===== config.mk =====
export PLATFORM = sky130hd
export DESIGN_NAME = moe_topk_softmax_gating_core
export DESIGN_NICKNAME = d
export VERILOG_FILES = /design/src/rtl/moetk_pkg.sv /design/src/rtl/moetk_fifo.sv /design/src/rtl/moetk_front.sv /design/src/rtl/moetk_back.sv /design/src/rtl/moe_topk_softmax_gating_core.sv
export SDC_FILE = /design/constraint.sdc
export NUM_CORES = 2
export LEC_CHECK = 0
export BUFFER_PORTS_ARGS = -buffer_cell sky130_fd_sc_hd__clkbuf_2
export CAP_MARGIN = 20
export CORE_UTILIZATION = 55
export CTS_CLUSTER_SIZE = 14
export DETAILED_ROUTE_END_ITERATION = 8
export PLACE_DENSITY = 0.83
export SETUP_SLACK_MARGIN = 0.3
export SYNTH_ARGS = -nofsm -noshare
export SYNTH_HDL_FRONTEND = slang
export SYNTH_HIERARCHICAL = 1
export SYNTH_SLANG_ARGS = --single-unit

===== constraint.sdc =====
create_clock -name i_clk -period 12.45 [get_ports i_clk]
set_input_delay 1.8675 -clock i_clk [delete_from_list [all_inputs] [get_ports i_clk]]
set_output_delay 1.8675 -clock i_clk [all_outputs]
set_load 0.1 [all_outputs]

===== src/rtl/moetk_pkg.sv =====
// Shared types, constants and exponential tables for the top-k softmax router.
// Used by the front end, back end and top level; depends on nothing else.
`default_nettype none
package moetk_pkg;

    localparam int SCORE_WIDTH      = 16;
    localparam int DEF_MAX_SELECT   = 8;
    localparam int DEF_MAX_EXPERTS  = 64;
    localparam int SEL_W            = 4;
    localparam int NEXP_W           = 7;
    localparam int TOK_W            = 16;
    localparam int OUT_ID_W         = 6;
    localparam int GATE_W           = 16;
    localparam int EXP_W            = 17;
    localparam int CFG_IDX_W        = 1;
    localparam int CFG_DATA_W       = 7;

    // Configuration register indexes.
    localparam logic [CFG_IDX_W-1:0] CFG_SELECT_COUNT = 1'b0;
    localparam logic [CFG_IDX_W-1:0] CFG_EXPERT_COUNT = 1'b1;

    localparam logic [SEL_W-1:0]  SEL_RESET  = 4'd2;
    localparam logic [NEXP_W-1:0] NEXP_RESET = 7'd8;

    typedef struct packed {
        logic signed [SCORE_WIDTH-1:0] score;
        logic                          sequence_end;
    } t_item;

    typedef struct packed {
        logic [TOK_W-1:0]    token_index;
        logic [OUT_ID_W-1:0] chosen_expert;
        logic [GATE_W-1:0]   gate_weight;
        logic                last;
    } t_result;

    // exp(-a) for whole steps of the score difference, Q1.16.
    function automatic logic [EXP_W-1:0] int_exp(input logic [3:0] a);
        logic [EXP_W-1:0] v;
        case (a)
            4'd0:    v = 17'd65536;
            4'd1:    v = 17'd24109;
            4'd2:    v = 17'd8869;
            4'd3:    v = 17'd3263;
            4'd4:    v = 17'd1200;
            4'd5:    v = 17'd442;
            4'd6:    v = 17'd162;
            4'd7:    v = 17'd60;
            4'd8:    v = 17'd22;
            4'd9:    v = 17'd8;
            4'd10:   v = 17'd3;
            4'd11:   v = 17'd1;
            default: v = 17'd0;
        endcase
        return v;
    endfunction

    // exp(-b/16) for sixteenth steps, Q1.16.
    function automatic logic [EXP_W-1:0] frac_exp(input logic [3:0] b);
        logic [EXP_W-1:0] v;
        case (b)
            4'd0:    v = 17'd65536;
            4'd1:    v = 17'd61565;
            4'd2:    v = 17'd57835;
            4'd3:    v = 17'd54331;
            4'd4:    v = 17'd51039;
            4'd5:    v = 17'd47947;
            4'd6:    v = 17'd45042;
            4'd7:    v = 17'd42313;
            4'd8:    v = 17'd39750;
            4'd9:    v = 17'd37341;
            4'd10:   v = 17'd35079;
            4'd11:   v = 17'd32954;
            4'd12:   v = 17'd30957;
            4'd13:   v = 17'd29081;
            4'd14:   v = 17'd27319;
            default: v = 17'd25664;
        endcase
        return v;
    endfunction

endpackage
`default_nettype wire


===== src/rtl/moetk_fifo.sv =====
// Short register queue that carries finished token records from front to back.
// Depends on nothing but its parameters.
`default_nettype none
module moetk_fifo #(
    parameter int WIDTH = 8,
    parameter int DEPTH = 2
) (
    input  wire logic             i_clk,
    input  wire logic             i_rst_n,
    input  wire logic             i_wr,
    input  wire logic [WIDTH-1:0] i_wdata,
    output logic                  o_full,
    input  wire logic             i_rd,
    output logic [WIDTH-1:0]      o_rdata,
    output logic                  o_empty
);
    localparam int PTR_W = (DEPTH > 1) ? $clog2(DEPTH) : 1;
    localparam int CNT_W = $clog2(DEPTH + 1);

    logic [WIDTH-1:0] r_mem [DEPTH];
    logic [PTR_W-1:0] r_wptr, r_rptr;
    logic [CNT_W-1:0] r_cnt;
    logic             wr_en, rd_en;

    assign o_full  = (r_cnt == CNT_W'(DEPTH));
    assign o_empty = (r_cnt == '0);
    assign o_rdata = r_mem[r_rptr];
    assign wr_en   = i_wr && !o_full;
    assign rd_en   = i_rd && !o_empty;

    // Storage needs no reset.
    always_ff @(posedge i_clk) begin
        if (wr_en) begin
            r_mem[r_wptr] <= i_wdata;
        end
    end

    // Pointers and fill count.
    always_ff @(posedge i_clk) begin
        if (!i_rst_n) begin
            r_wptr <= '0;
            r_rptr <= '0;
            r_cnt  <= '0;
        end else begin
            if (wr_en) begin
                r_wptr <= (r_wptr == PTR_W'(DEPTH - 1)) ? '0 : r_wptr + PTR_W'(1);
            end
            if (rd_en) begin
                r_rptr <= (r_rptr == PTR_W'(DEPTH - 1)) ? '0 : r_rptr + PTR_W'(1);
            end
            if (wr_en && !rd_en) begin
                r_cnt <= r_cnt + CNT_W'(1);
            end else if (rd_en && !wr_en) begin
                r_cnt <= r_cnt - CNT_W'(1);
            end
        end
    end
endmodule
`default_nettype wire


===== src/rtl/moetk_front.sv =====
// Front end: configuration registers, sorted top-k list and token counting.
// Depends on moetk_pkg; hands each finished token to the record queue.
`default_nettype none
module moetk_front
    import moetk_pkg::*;
#(
    parameter int MAX_SELECT  = DEF_MAX_SELECT,
    parameter int MAX_EXPERTS = DEF_MAX_EXPERTS,
    parameter int REC_W       = 8
) (
    input  wire logic                  i_clk,
    input  wire logic                  i_rst_n,
    input  wire logic                  i_cfg_we,
    input  wire logic [CFG_IDX_W-1:0]  i_cfg_idx,
    input  wire logic [CFG_DATA_W-1:0] i_cfg_data,
    input  wire logic                  i_accept,
    input  wire t_item                 i_item,
    output logic                       o_rec_wr,
    output logic [REC_W-1:0]           o_rec
);
    localparam int ID_W  = (MAX_EXPERTS > 1) ? $clog2(MAX_EXPERTS) : 1;
    localparam int CNT_W = $clog2(MAX_SELECT + 1);
    localparam int ENT_W = SCORE_WIDTH + ID_W;

    logic [SEL_W-1:0]              r_sel;
    logic [NEXP_W-1:0]             r_nexp;
    logic signed [SCORE_WIDTH-1:0] r_score [MAX_SELECT];
    logic [ID_W-1:0]               r_id    [MAX_SELECT];
    logic [CNT_W-1:0]              r_filled;
    logic [ID_W-1:0]               r_ecnt;
    logic [TOK_W-1:0]              r_tok;

    logic signed [SCORE_WIDTH-1:0] n_score [MAX_SELECT];
    logic [ID_W-1:0]               n_id    [MAX_SELECT];
    logic [CNT_W-1:0]              n_filled;
    logic [MAX_SELECT-1:0]         ge;
    logic                          tok_end;

    // Effective counts, insertion point and the shifted list.
    always_comb begin
        int ne, k, f;
        ne = int'(r_nexp);
        if (ne < 1) ne = 1;
        if (ne > MAX_EXPERTS) ne = MAX_EXPERTS;
        k = int'(r_sel);
        if (k < 1) k = 1;
        if (k > MAX_SELECT) k = MAX_SELECT;
        if (k > ne) k = ne;
        f = int'(r_filled);
        if (f > k) f = k;
        for (int i = 0; i < MAX_SELECT; i++) begin
            ge[i] = (i < f) && (r_score[i] >= i_item.score);
        end
        if (ge[0]) begin
            n_score[0] = r_score[0];
            n_id[0]    = r_id[0];
        end else begin
            n_score[0] = i_item.score;
            n_id[0]    = r_ecnt;
        end
        for (int i = 1; i < MAX_SELECT; i++) begin
            if (ge[i]) begin
                n_score[i] = r_score[i];
                n_id[i]    = r_id[i];
            end else if (ge[i-1]) begin
                n_score[i] = i_item.score;
                n_id[i]    = r_ecnt;
            end else begin
                n_score[i] = r_score[i-1];
                n_id[i]    = r_id[i-1];
            end
        end
        n_filled = CNT_W'((f < k) ? f + 1 : f);
        tok_end  = (int'(r_ecnt) + 1 >= ne);
    end

    // Token record for the back end.
    always_comb begin
        for (int i = 0; i < MAX_SELECT; i++) begin
            o_rec[i*ENT_W +: ENT_W] = {n_id[i], n_score[i]};
        end
        o_rec[MAX_SELECT*ENT_W +: CNT_W]         = n_filled;
        o_rec[MAX_SELECT*ENT_W + CNT_W +: TOK_W] = r_tok;
    end
    assign o_rec_wr = i_accept && tok_end;

    // The list itself needs no reset.
    always_ff @(posedge i_clk) begin
        if (i_accept) begin
            for (int i = 0; i < MAX_SELECT; i++) begin
                r_score[i] <= n_score[i];
                r_id[i]    <= n_id[i];
            end
        end
    end

    // Configuration and counters.
    always_ff @(posedge i_clk) begin
        if (!i_rst_n) begin
            r_sel    <= SEL_RESET;
            r_nexp   <= NEXP_RESET;
            r_filled <= '0;
            r_ecnt   <= '0;
            r_tok    <= '0;
        end else begin
            if (i_cfg_we) begin
                case (i_cfg_idx)
                    CFG_SELECT_COUNT: r_sel  <= i_cfg_data[SEL_W-1:0];
                    CFG_EXPERT_COUNT: r_nexp <= i_cfg_data[NEXP_W-1:0];
                    default: ;
                endcase
            end
            if (i_accept) begin
                if (tok_end) begin
                    r_filled <= '0;
                    r_ecnt   <= '0;
                    r_tok    <= i_item.sequence_end ? '0 : r_tok + TOK_W'(1);
                end else begin
                    r_filled <= n_filled;
                    r_ecnt   <= r_ecnt + ID_W'(1);
                end
            end
        end
    end
endmodule
`default_nettype wire


===== src/rtl/moetk_back.sv =====
// Back end: exponentials, their sum and one long division per selected expert.
// Depends on moetk_pkg; reads token records from the queue, fills the result register.
`default_nettype none
module moetk_back
    import moetk_pkg::*;
#(
    parameter int MAX_SELECT  = DEF_MAX_SELECT,
    parameter int MAX_EXPERTS = DEF_MAX_EXPERTS,
    parameter int REC_W       = 8
) (
    input  wire logic             i_clk,
    input  wire logic             i_rst_n,
    input  wire logic [REC_W-1:0] i_rec,
    input  wire logic             i_rec_empty,
    output logic                  o_rec_rd,
    input  wire logic             i_pop,
    output logic                  o_empty,
    output t_result               o_result
);
    localparam int ID_W   = (MAX_EXPERTS > 1) ? $clog2(MAX_EXPERTS) : 1;
    localparam int CNT_W  = $clog2(MAX_SELECT + 1);
    localparam int IDX_W  = (MAX_SELECT > 1) ? $clog2(MAX_SELECT) : 1;
    localparam int ENT_W  = SCORE_WIDTH + ID_W;
    localparam int SUM_W  = EXP_W + $clog2(MAX_SELECT + 1);
    localparam int NUM_W  = EXP_W + GATE_W;
    localparam int STEP_W = $clog2(NUM_W);
    localparam int PROD_W = 2 * EXP_W;

    typedef enum logic [5:0] {
        S_IDLE  = 6'b000001,
        S_MUL   = 6'b000010,
        S_ACC   = 6'b000100,
        S_DINIT = 6'b001000,
        S_DIV   = 6'b010000,
        S_OUT   = 6'b100000
    } t_state;

    t_state                        r_state;
    logic [IDX_W-1:0]              r_i;
    logic [PROD_W-1:0]             r_prod;
    logic [EXP_W-1:0]              r_ex [MAX_SELECT];
    logic [SUM_W-1:0]              r_sum;
    logic [NUM_W-1:0]              r_num;
    logic [SUM_W-1:0]              r_rem;
    logic [STEP_W-1:0]             r_step;
    logic                          r_ovalid;
    t_result                       r_out;

    logic signed [SCORE_WIDTH-1:0] s_head, s_cur;
    logic [ID_W-1:0]               id_cur;
    logic [CNT_W-1:0]              cnt;
    logic [TOK_W-1:0]              tok;
    logic signed [SCORE_WIDTH:0]   diff;
    logic                          far;
    logic [EXP_W-1:0]              e_new;
    logic [SUM_W:0]                rem_sh;
    logic                          qbit;
    logic                          is_last;
    logic                          slot_free;
    logic [GATE_W-1:0]             gate;

    // Fields of the current record.
    assign s_head  = i_rec[0 +: SCORE_WIDTH];
    assign s_cur   = i_rec[32'(r_i) * ENT_W +: SCORE_WIDTH];
    assign id_cur  = i_rec[32'(r_i) * ENT_W + SCORE_WIDTH +: ID_W];
    assign cnt     = i_rec[MAX_SELECT*ENT_W +: CNT_W];
    assign tok     = i_rec[MAX_SELECT*ENT_W + CNT_W +: TOK_W];
    assign is_last = (CNT_W'(r_i) + CNT_W'(1) == cnt);

    // Distance below the best score; exp uses its sixteenths, zero from sixteen whole steps on.
    assign diff  = {s_head[SCORE_WIDTH-1], s_head} - {s_cur[SCORE_WIDTH-1], s_cur};
    assign far   = |diff[SCORE_WIDTH:12];
    assign e_new = EXP_W'((r_prod + PROD_W'(32768)) >> 16);

    // One restoring division step.
    assign rem_sh = {r_rem, r_num[NUM_W-1]};
    assign qbit   = (rem_sh >= {1'b0, r_sum});

    assign gate      = (|r_num[NUM_W-1:GATE_W]) ? {GATE_W{1'b1}} : r_num[GATE_W-1:0];
    assign slot_free = !r_ovalid || i_pop;
    assign o_rec_rd  = (r_state == S_OUT) && slot_free && is_last;
    assign o_empty   = !r_ovalid;
    assign o_result  = r_out;

    // Datapath registers.
    always_ff @(posedge i_clk) begin
        case (r_state)
            S_IDLE: begin
                r_sum <= '0;
            end
            S_MUL: begin
                r_prod <= far ? '0 :
                          PROD_W'(int_exp(diff[11:8])) * PROD_W'(frac_exp(diff[7:4]));
            end
            S_ACC: begin
                r_ex[r_i] <= e_new;
                r_sum     <= r_sum + SUM_W'(e_new);
            end
            S_DINIT: begin
                r_num  <= {r_ex[r_i], {GATE_W{1'b0}}} + NUM_W'(r_sum >> 1);
                r_rem  <= '0;
                r_step <= '0;
            end
            S_DIV: begin
                r_rem  <= qbit ? SUM_W'(rem_sh - {1'b0, r_sum}) : rem_sh[SUM_W-1:0];
                r_num  <= {r_num[NUM_W-2:0], qbit};
                r_step <= r_step + STEP_W'(1);
            end
            default: ;
        endcase
        if (r_state == S_OUT && slot_free) begin
            r_out.token_index   <= tok;
            r_out.chosen_expert <= OUT_ID_W'(id_cur);
            r_out.gate_weight   <= gate;
            r_out.last          <= is_last;
        end
    end

    // Sequencer and result valid flag.
    always_ff @(posedge i_clk) begin
        if (!i_rst_n) begin
            r_state  <= S_IDLE;
            r_i      <= '0;
            r_ovalid <= 1'b0;
        end else begin
            // A new result fills the slot; a pop alone empties it.
            if (r_state == S_OUT && slot_free) begin
                r_ovalid <= 1'b1;
            end else if (i_pop) begin
                r_ovalid <= 1'b0;
            end
            case (r_state)
                S_IDLE: begin
                    r_i <= '0;
                    if (!i_rec_empty) begin
                        r_state <= S_MUL;
                    end
                end
                S_MUL: begin
                    r_state <= S_ACC;
                end
                S_ACC: begin
                    if (is_last) begin
                        r_i     <= '0;
                        r_state <= S_DINIT;
                    end else begin
                        r_i     <= r_i + IDX_W'(1);
                        r_state <= S_MUL;
                    end
                end
                S_DINIT: begin
                    r_state <= S_DIV;
                end
                S_DIV: begin
                    if (r_step == STEP_W'(NUM_W - 1)) begin
                        r_state <= S_OUT;
                    end
                end
                S_OUT: begin
                    if (slot_free) begin
                        if (is_last) begin
                            r_state <= S_IDLE;
                        end else begin
                            r_i     <= r_i + IDX_W'(1);
                            r_state <= S_DINIT;
                        end
                    end
                end
                default: begin
                    r_state <= S_IDLE;
                end
            endcase
        end
    end
endmodule
`default_nettype wire


===== src/rtl/moe_topk_softmax_gating_core.sv =====
// Top-k softmax router for mixture-of-experts scores: top level.
// Depends on moetk_pkg, moetk_front, moetk_fifo and moetk_back.
//
// Usage: scores enter on the item queue port (push/full), one per expert, expert
// ids counting up from zero for each token. select_count and expert_count are set
// through the write port (index 0 and 1). After a token's last score the block
// offers one result per selected expert on the result queue port (empty/pop),
// best score first, with the softmax weight over the selected scores in Q0.16.
// Flow: the front takes one score per cycle while the record queue has
// room. Per token the back end forms the exponentials one selected expert at
// a time, then runs the bit-serial divider once per result; the divider
// dominates the back end's work. A token's first result follows the
// exponentials of all its selected experts and its first division. A
// two-entry record queue lets the front collect the next token meanwhile;
// it shows full while both entries wait.
// Reset returns the registers to select_count 2 and expert_count 8 and clears
// all counters and queues. When the receiver stalls, the result register holds
// and the back end waits; the front keeps taking scores until the queue fills.
`default_nettype none
module moe_topk_softmax_gating_core
    import moetk_pkg::*;
#(
    parameter int MAX_SELECT  = DEF_MAX_SELECT,
    parameter int MAX_EXPERTS = DEF_MAX_EXPERTS
) (
    input  wire logic                  i_clk,
    input  wire logic                  i_rst_n,
    input  wire logic                  i_cfg_we,
    input  wire logic [CFG_IDX_W-1:0]  i_cfg_idx,
    input  wire logic [CFG_DATA_W-1:0] i_cfg_data,
    input  wire logic                  push,
    output logic                       full,
    input  wire t_item                 i_item,
    output logic                       empty,
    input  wire logic                  pop,
    output t_result                    o_result
);
    localparam int ID_W  = (MAX_EXPERTS > 1) ? $clog2(MAX_EXPERTS) : 1;
    localparam int CNT_W = $clog2(MAX_SELECT + 1);
    localparam int REC_W = MAX_SELECT * (SCORE_WIDTH + ID_W) + CNT_W + TOK_W;

    logic             rec_wr, rec_rd, rec_empty;
    logic [REC_W-1:0] rec_in, rec_out;

    // Front end: list upkeep on every accepted request.
    moetk_front #(
        .MAX_SELECT (MAX_SELECT),
        .MAX_EXPERTS(MAX_EXPERTS),
        .REC_W      (REC_W)
    ) u_front (
        .i_clk     (i_clk),
        .i_rst_n   (i_rst_n),
        .i_cfg_we  (i_cfg_we),
        .i_cfg_idx (i_cfg_idx),
        .i_cfg_data(i_cfg_data),
        .i_accept  (push && !full),
        .i_item    (i_item),
        .o_rec_wr  (rec_wr),
        .o_rec     (rec_in)
    );

    // Finished tokens wait here for the back end.
    moetk_fifo #(
        .WIDTH(REC_W),
        .DEPTH(2)
    ) u_queue (
        .i_clk  (i_clk),
        .i_rst_n(i_rst_n),
        .i_wr   (rec_wr),
        .i_wdata(rec_in),
        .o_full (full),
        .i_rd   (rec_rd),
        .o_rdata(rec_out),
        .o_empty(rec_empty)
    );

    // Back end: weights and result register.
    moetk_back #(
        .MAX_SELECT (MAX_SELECT),
        .MAX_EXPERTS(MAX_EXPERTS),
        .REC_W      (REC_W)
    ) u_back (
        .i_clk      (i_clk),
        .i_rst_n    (i_rst_n),
        .i_rec      (rec_out),
        .i_rec_empty(rec_empty),
        .o_rec_rd   (rec_rd),
        .i_pop      (pop),
        .o_empty    (empty),
        .o_result   (o_result)
    );
endmodule
`default_nettype wire


==> metrics <==
overall global routing resource usage=25.5%; total number of nets in the final design=4,779; combined area of the multi-input logic cells=24,800 µm²; Syn Nets=4,721; Period minus WS final=11.43 ns; setup clock skew after layout=0.0665 ns; register-to-register path setup slack=1.02 ns; routing usage on met1=33.4%; met2 Track Usage GR=43.2%; mean instance size in the synthesized netlist=12.8 µm²; number of enable flip-flop cells after synthesis=842; synth unique cells=106; clock transition time at the flip-flop clock pins of the worst setup and hold paths=0.06 ns; total standard cell area after synthesis=53,100 µm²; count of final max-slew check failures=0; number of cells upsized or downsized after cts=0; average routed wire per standard cell=22.7 µm; sink count of the clock tree=897; launching element of the worst setup path=u_back/r_i[2]; kind of capture point of the worst setup path=flip-flop; Die X=313 µm; Maximum Capacitance Violations=0; ratio of final minimum period to clock period=91.8%; initial cell density of the core=55.8%; vertical extent of the die=313 µm; final hold vios=0; Iteration-0 DRC Markers=3,342; Via-to-Cell Ratio=6.14; routed wire length=126,000 µm; wire length of the first global-routing pass=195,000 µm; number of standard-cell rows in the floorplan=113; count of vias placed by the detailed router=34,058; most utilized layer in the global route result=met2; Longest Clk Path Bufs=3; Post CTS Setup Buffer Count=0; DRC Markers=0; CP Max Fanout=14; Filler Cell Count=7,086; I/O Pins=71; RR Startpoint=u_back/r_i[2]; Post-Synthesis Cells=4,145; sequential cell area in the final layout=26,400 µm²; via count of the first global-routing pass=34,512; fraction of registers with async set/reset=0%; sequential area share after synthesis=49.7%; count of hold buffers inserted by post-cts repair=0; setup tns final=0 ns; Synth warnings=6; total congestion overflow after global routing=0; cell with the biggest individual delay on the critical path=o22ai_1; H-tree depth reported by CTS=3; Slowest Stage Delay on Critical Path=0.71 ns; CP required=12.81 ns; layout cells sized above 1=16.4%; startpoint types=flip-flop; clock tree from TritonCTS=done; highest attainable clock frequency=87.5 MHz; post-DP HPWL=85,000 µm; minimum hold slack=0.487 ns; DRT Pass-1 Iters=6; class of the tightest hold or removal check=flip-flop to flip-flop; antenna violations before repair=2; Setup Crit Path Kind=flip-flop to flip-flop; #FFs+latches synth=897; outcome=finished, final reports clean; final count of negative-setup-slack endpoints=0; Worst Min Path Start=u_front/r_tok[15]; area inside the core boundary=95,300 µm²; # port buffers=70; die area=97,900 µm²; predominant post-synthesis flop cell=edfxtp_1; area added between synthesis and finish=8.79%; master cell of the clock root buffer=clkbuf_16; pin count of the biggest net entering global routing=158; pin slew with the least headroom to its limit=1.09 ns; worst slew margin relative to its limit=26.9%; Crit path arrival time=11.79 ns; TritonCTS buffer count=92; routing usage on met3=3.83%; clock latency at the later pin of the worst-skew pair=0.70 ns; count of antenna-violating nets left after detailed routing=0; worst-case reg-to-reg path depth=36; cell depth of the worst hold path=0; routability cong.=0.938; setup repair after global routing missed its margin=no
==> cell usage after synthesis, drive strengths merged, types with 8 or more instances <==
library cell	instances	area (µm²)
nand2	232	878
o211ai	11	92.6
a31oi	12	81.3
a2111oi	8	83.8
clkbuf	64	240
nor2b	37	239
a211o	8	70.1
nor3	43	231
nor4	20	125
or3	11	68.8
a21boi	13	97.6
dfxtp	55	1100
o21bai	10	78.8
o21ai	108	556
nand3	74	370
mux4	35	788
a21o	55	414
a21oi	199	1050
o221ai	8	76.3
a211oi	14	110
a22oi	82	621
edfxtp	842	25300
buf	96	651
ha	355	4440
nand2b	44	278
o21a	17	128
nor2	364	1370
and3	25	156
and4	17	149
or2	10	65.1
fa	191	3820
xor2	49	437
and2	22	138
mux2	354	4510
xnor2	73	662
nor3b	8	60.1
nand4	29	181
inv	329	1230
mux2i	147	1470
==> final cells by class <==
cell class,count,area share (%)
diodes,1,0.00433
flip-flops and latches,897,45.7
well taps,1265,2.74
clock inverters,66,1.14
multi-input cells,2758,42.8
inverters,330,2.14
clock buffers,105,4.07
repair buffers,124,1.41
==> path summary, 6_finish.rpt <==
check,end
worst min-delay path,u_queue/r_mem[1][195]
worst min register to register,u_queue/r_mem[1][195]
worst max-delay path,u_back/r_prod[32]
worst max register to register,u_back/r_prod[32]
==> per-stage QoR <==
step	std cells	worst slack (ns)	util, %	cell area [µm²]
after floorplan	4145	2.13	-	53100
after global placement	5370	1.49	57.4	54700
after detailed placement	5370	1.17	57.4	54700
after CTS	5541	1.15	60.6	57700
after global routing	5545	0.344	60.7	57800
final	5546	1.02	60.7	57800
==> cell usage in the layout (no fill, tap or decap), types with 27 or more instances in the layout <==
cell type and n:
a21o_1 54, a21oi_1 188, a22oi_1 81, buf_4 49, clkbuf_16 92, clkbuf_2 70, dfxtp_1 53, edfxtp_1 842
fa_1 191, ha_1 355, inv_1 328, mux2_1 27, mux2_2 187, mux2_4 140, mux2i_1 147, mux4_2 35
nand2_1 229, nand2b_1 43, nand3_1 74, nand4_1 29, nor2_1 360, nor2b_1 35, nor3_1 36, o21ai_0 95
xnor2_1 70, xor2_1 48
==> metal layers <==
layer | share of wire, % | wire length (µm)
met1 | 40 | 49700
met2 | 49 | 62000
met3 | 7.7 | 9730
met4 | 3.4 | 4270
met5 | 0.021 | 26
==> critical path, delay by kind of cell, from the launching register on <==
family          cells  cell delay, ns
compound gates     11            3.36
xor+xnor            2            0.77
fa+ha+maj           9            4.01
buf+inv             5            0.26
flops               1            0.69
mux                 1            0.15
simple gates        8            1.91
==> kinds of logic after synthesis <==
family / Yosys count / share of synthesized area, %
buffers and inverters: 490 / 4.01
AOI/OAI and AO/OA: 598 / 7.55
DFF: 897 / 49.7
xor gates and xnor gates: 122 / 2.07
muxes: 536 / 12.7
and+or+nand+nor: 956 / 8.42
adders and majority gates: 546 / 15.6
==> sequential cells by signal, summed over array words and instances (netlist names), 3 cells and up, named ones only <==
register,count
u_back/o_result,39
u_back/r_ex,136
u_back/r_i,3
u_back/r_num,33
u_back/r_prod,18
u_back/r_rem,21
u_back/r_state,6
u_back/r_step,6
u_back/r_sum,21
u_front/r_ecnt,6
u_front/r_filled,4
u_front/r_id,48
u_front/r_nexp,7
u_front/r_score,128
u_front/r_sel,4
u_front/r_tok,16
u_queue/r_mem,392
Power is left out: the tool's default activity adds up to more than one toggle a clock period on the data nets, which glitch-free logic cannot reach.
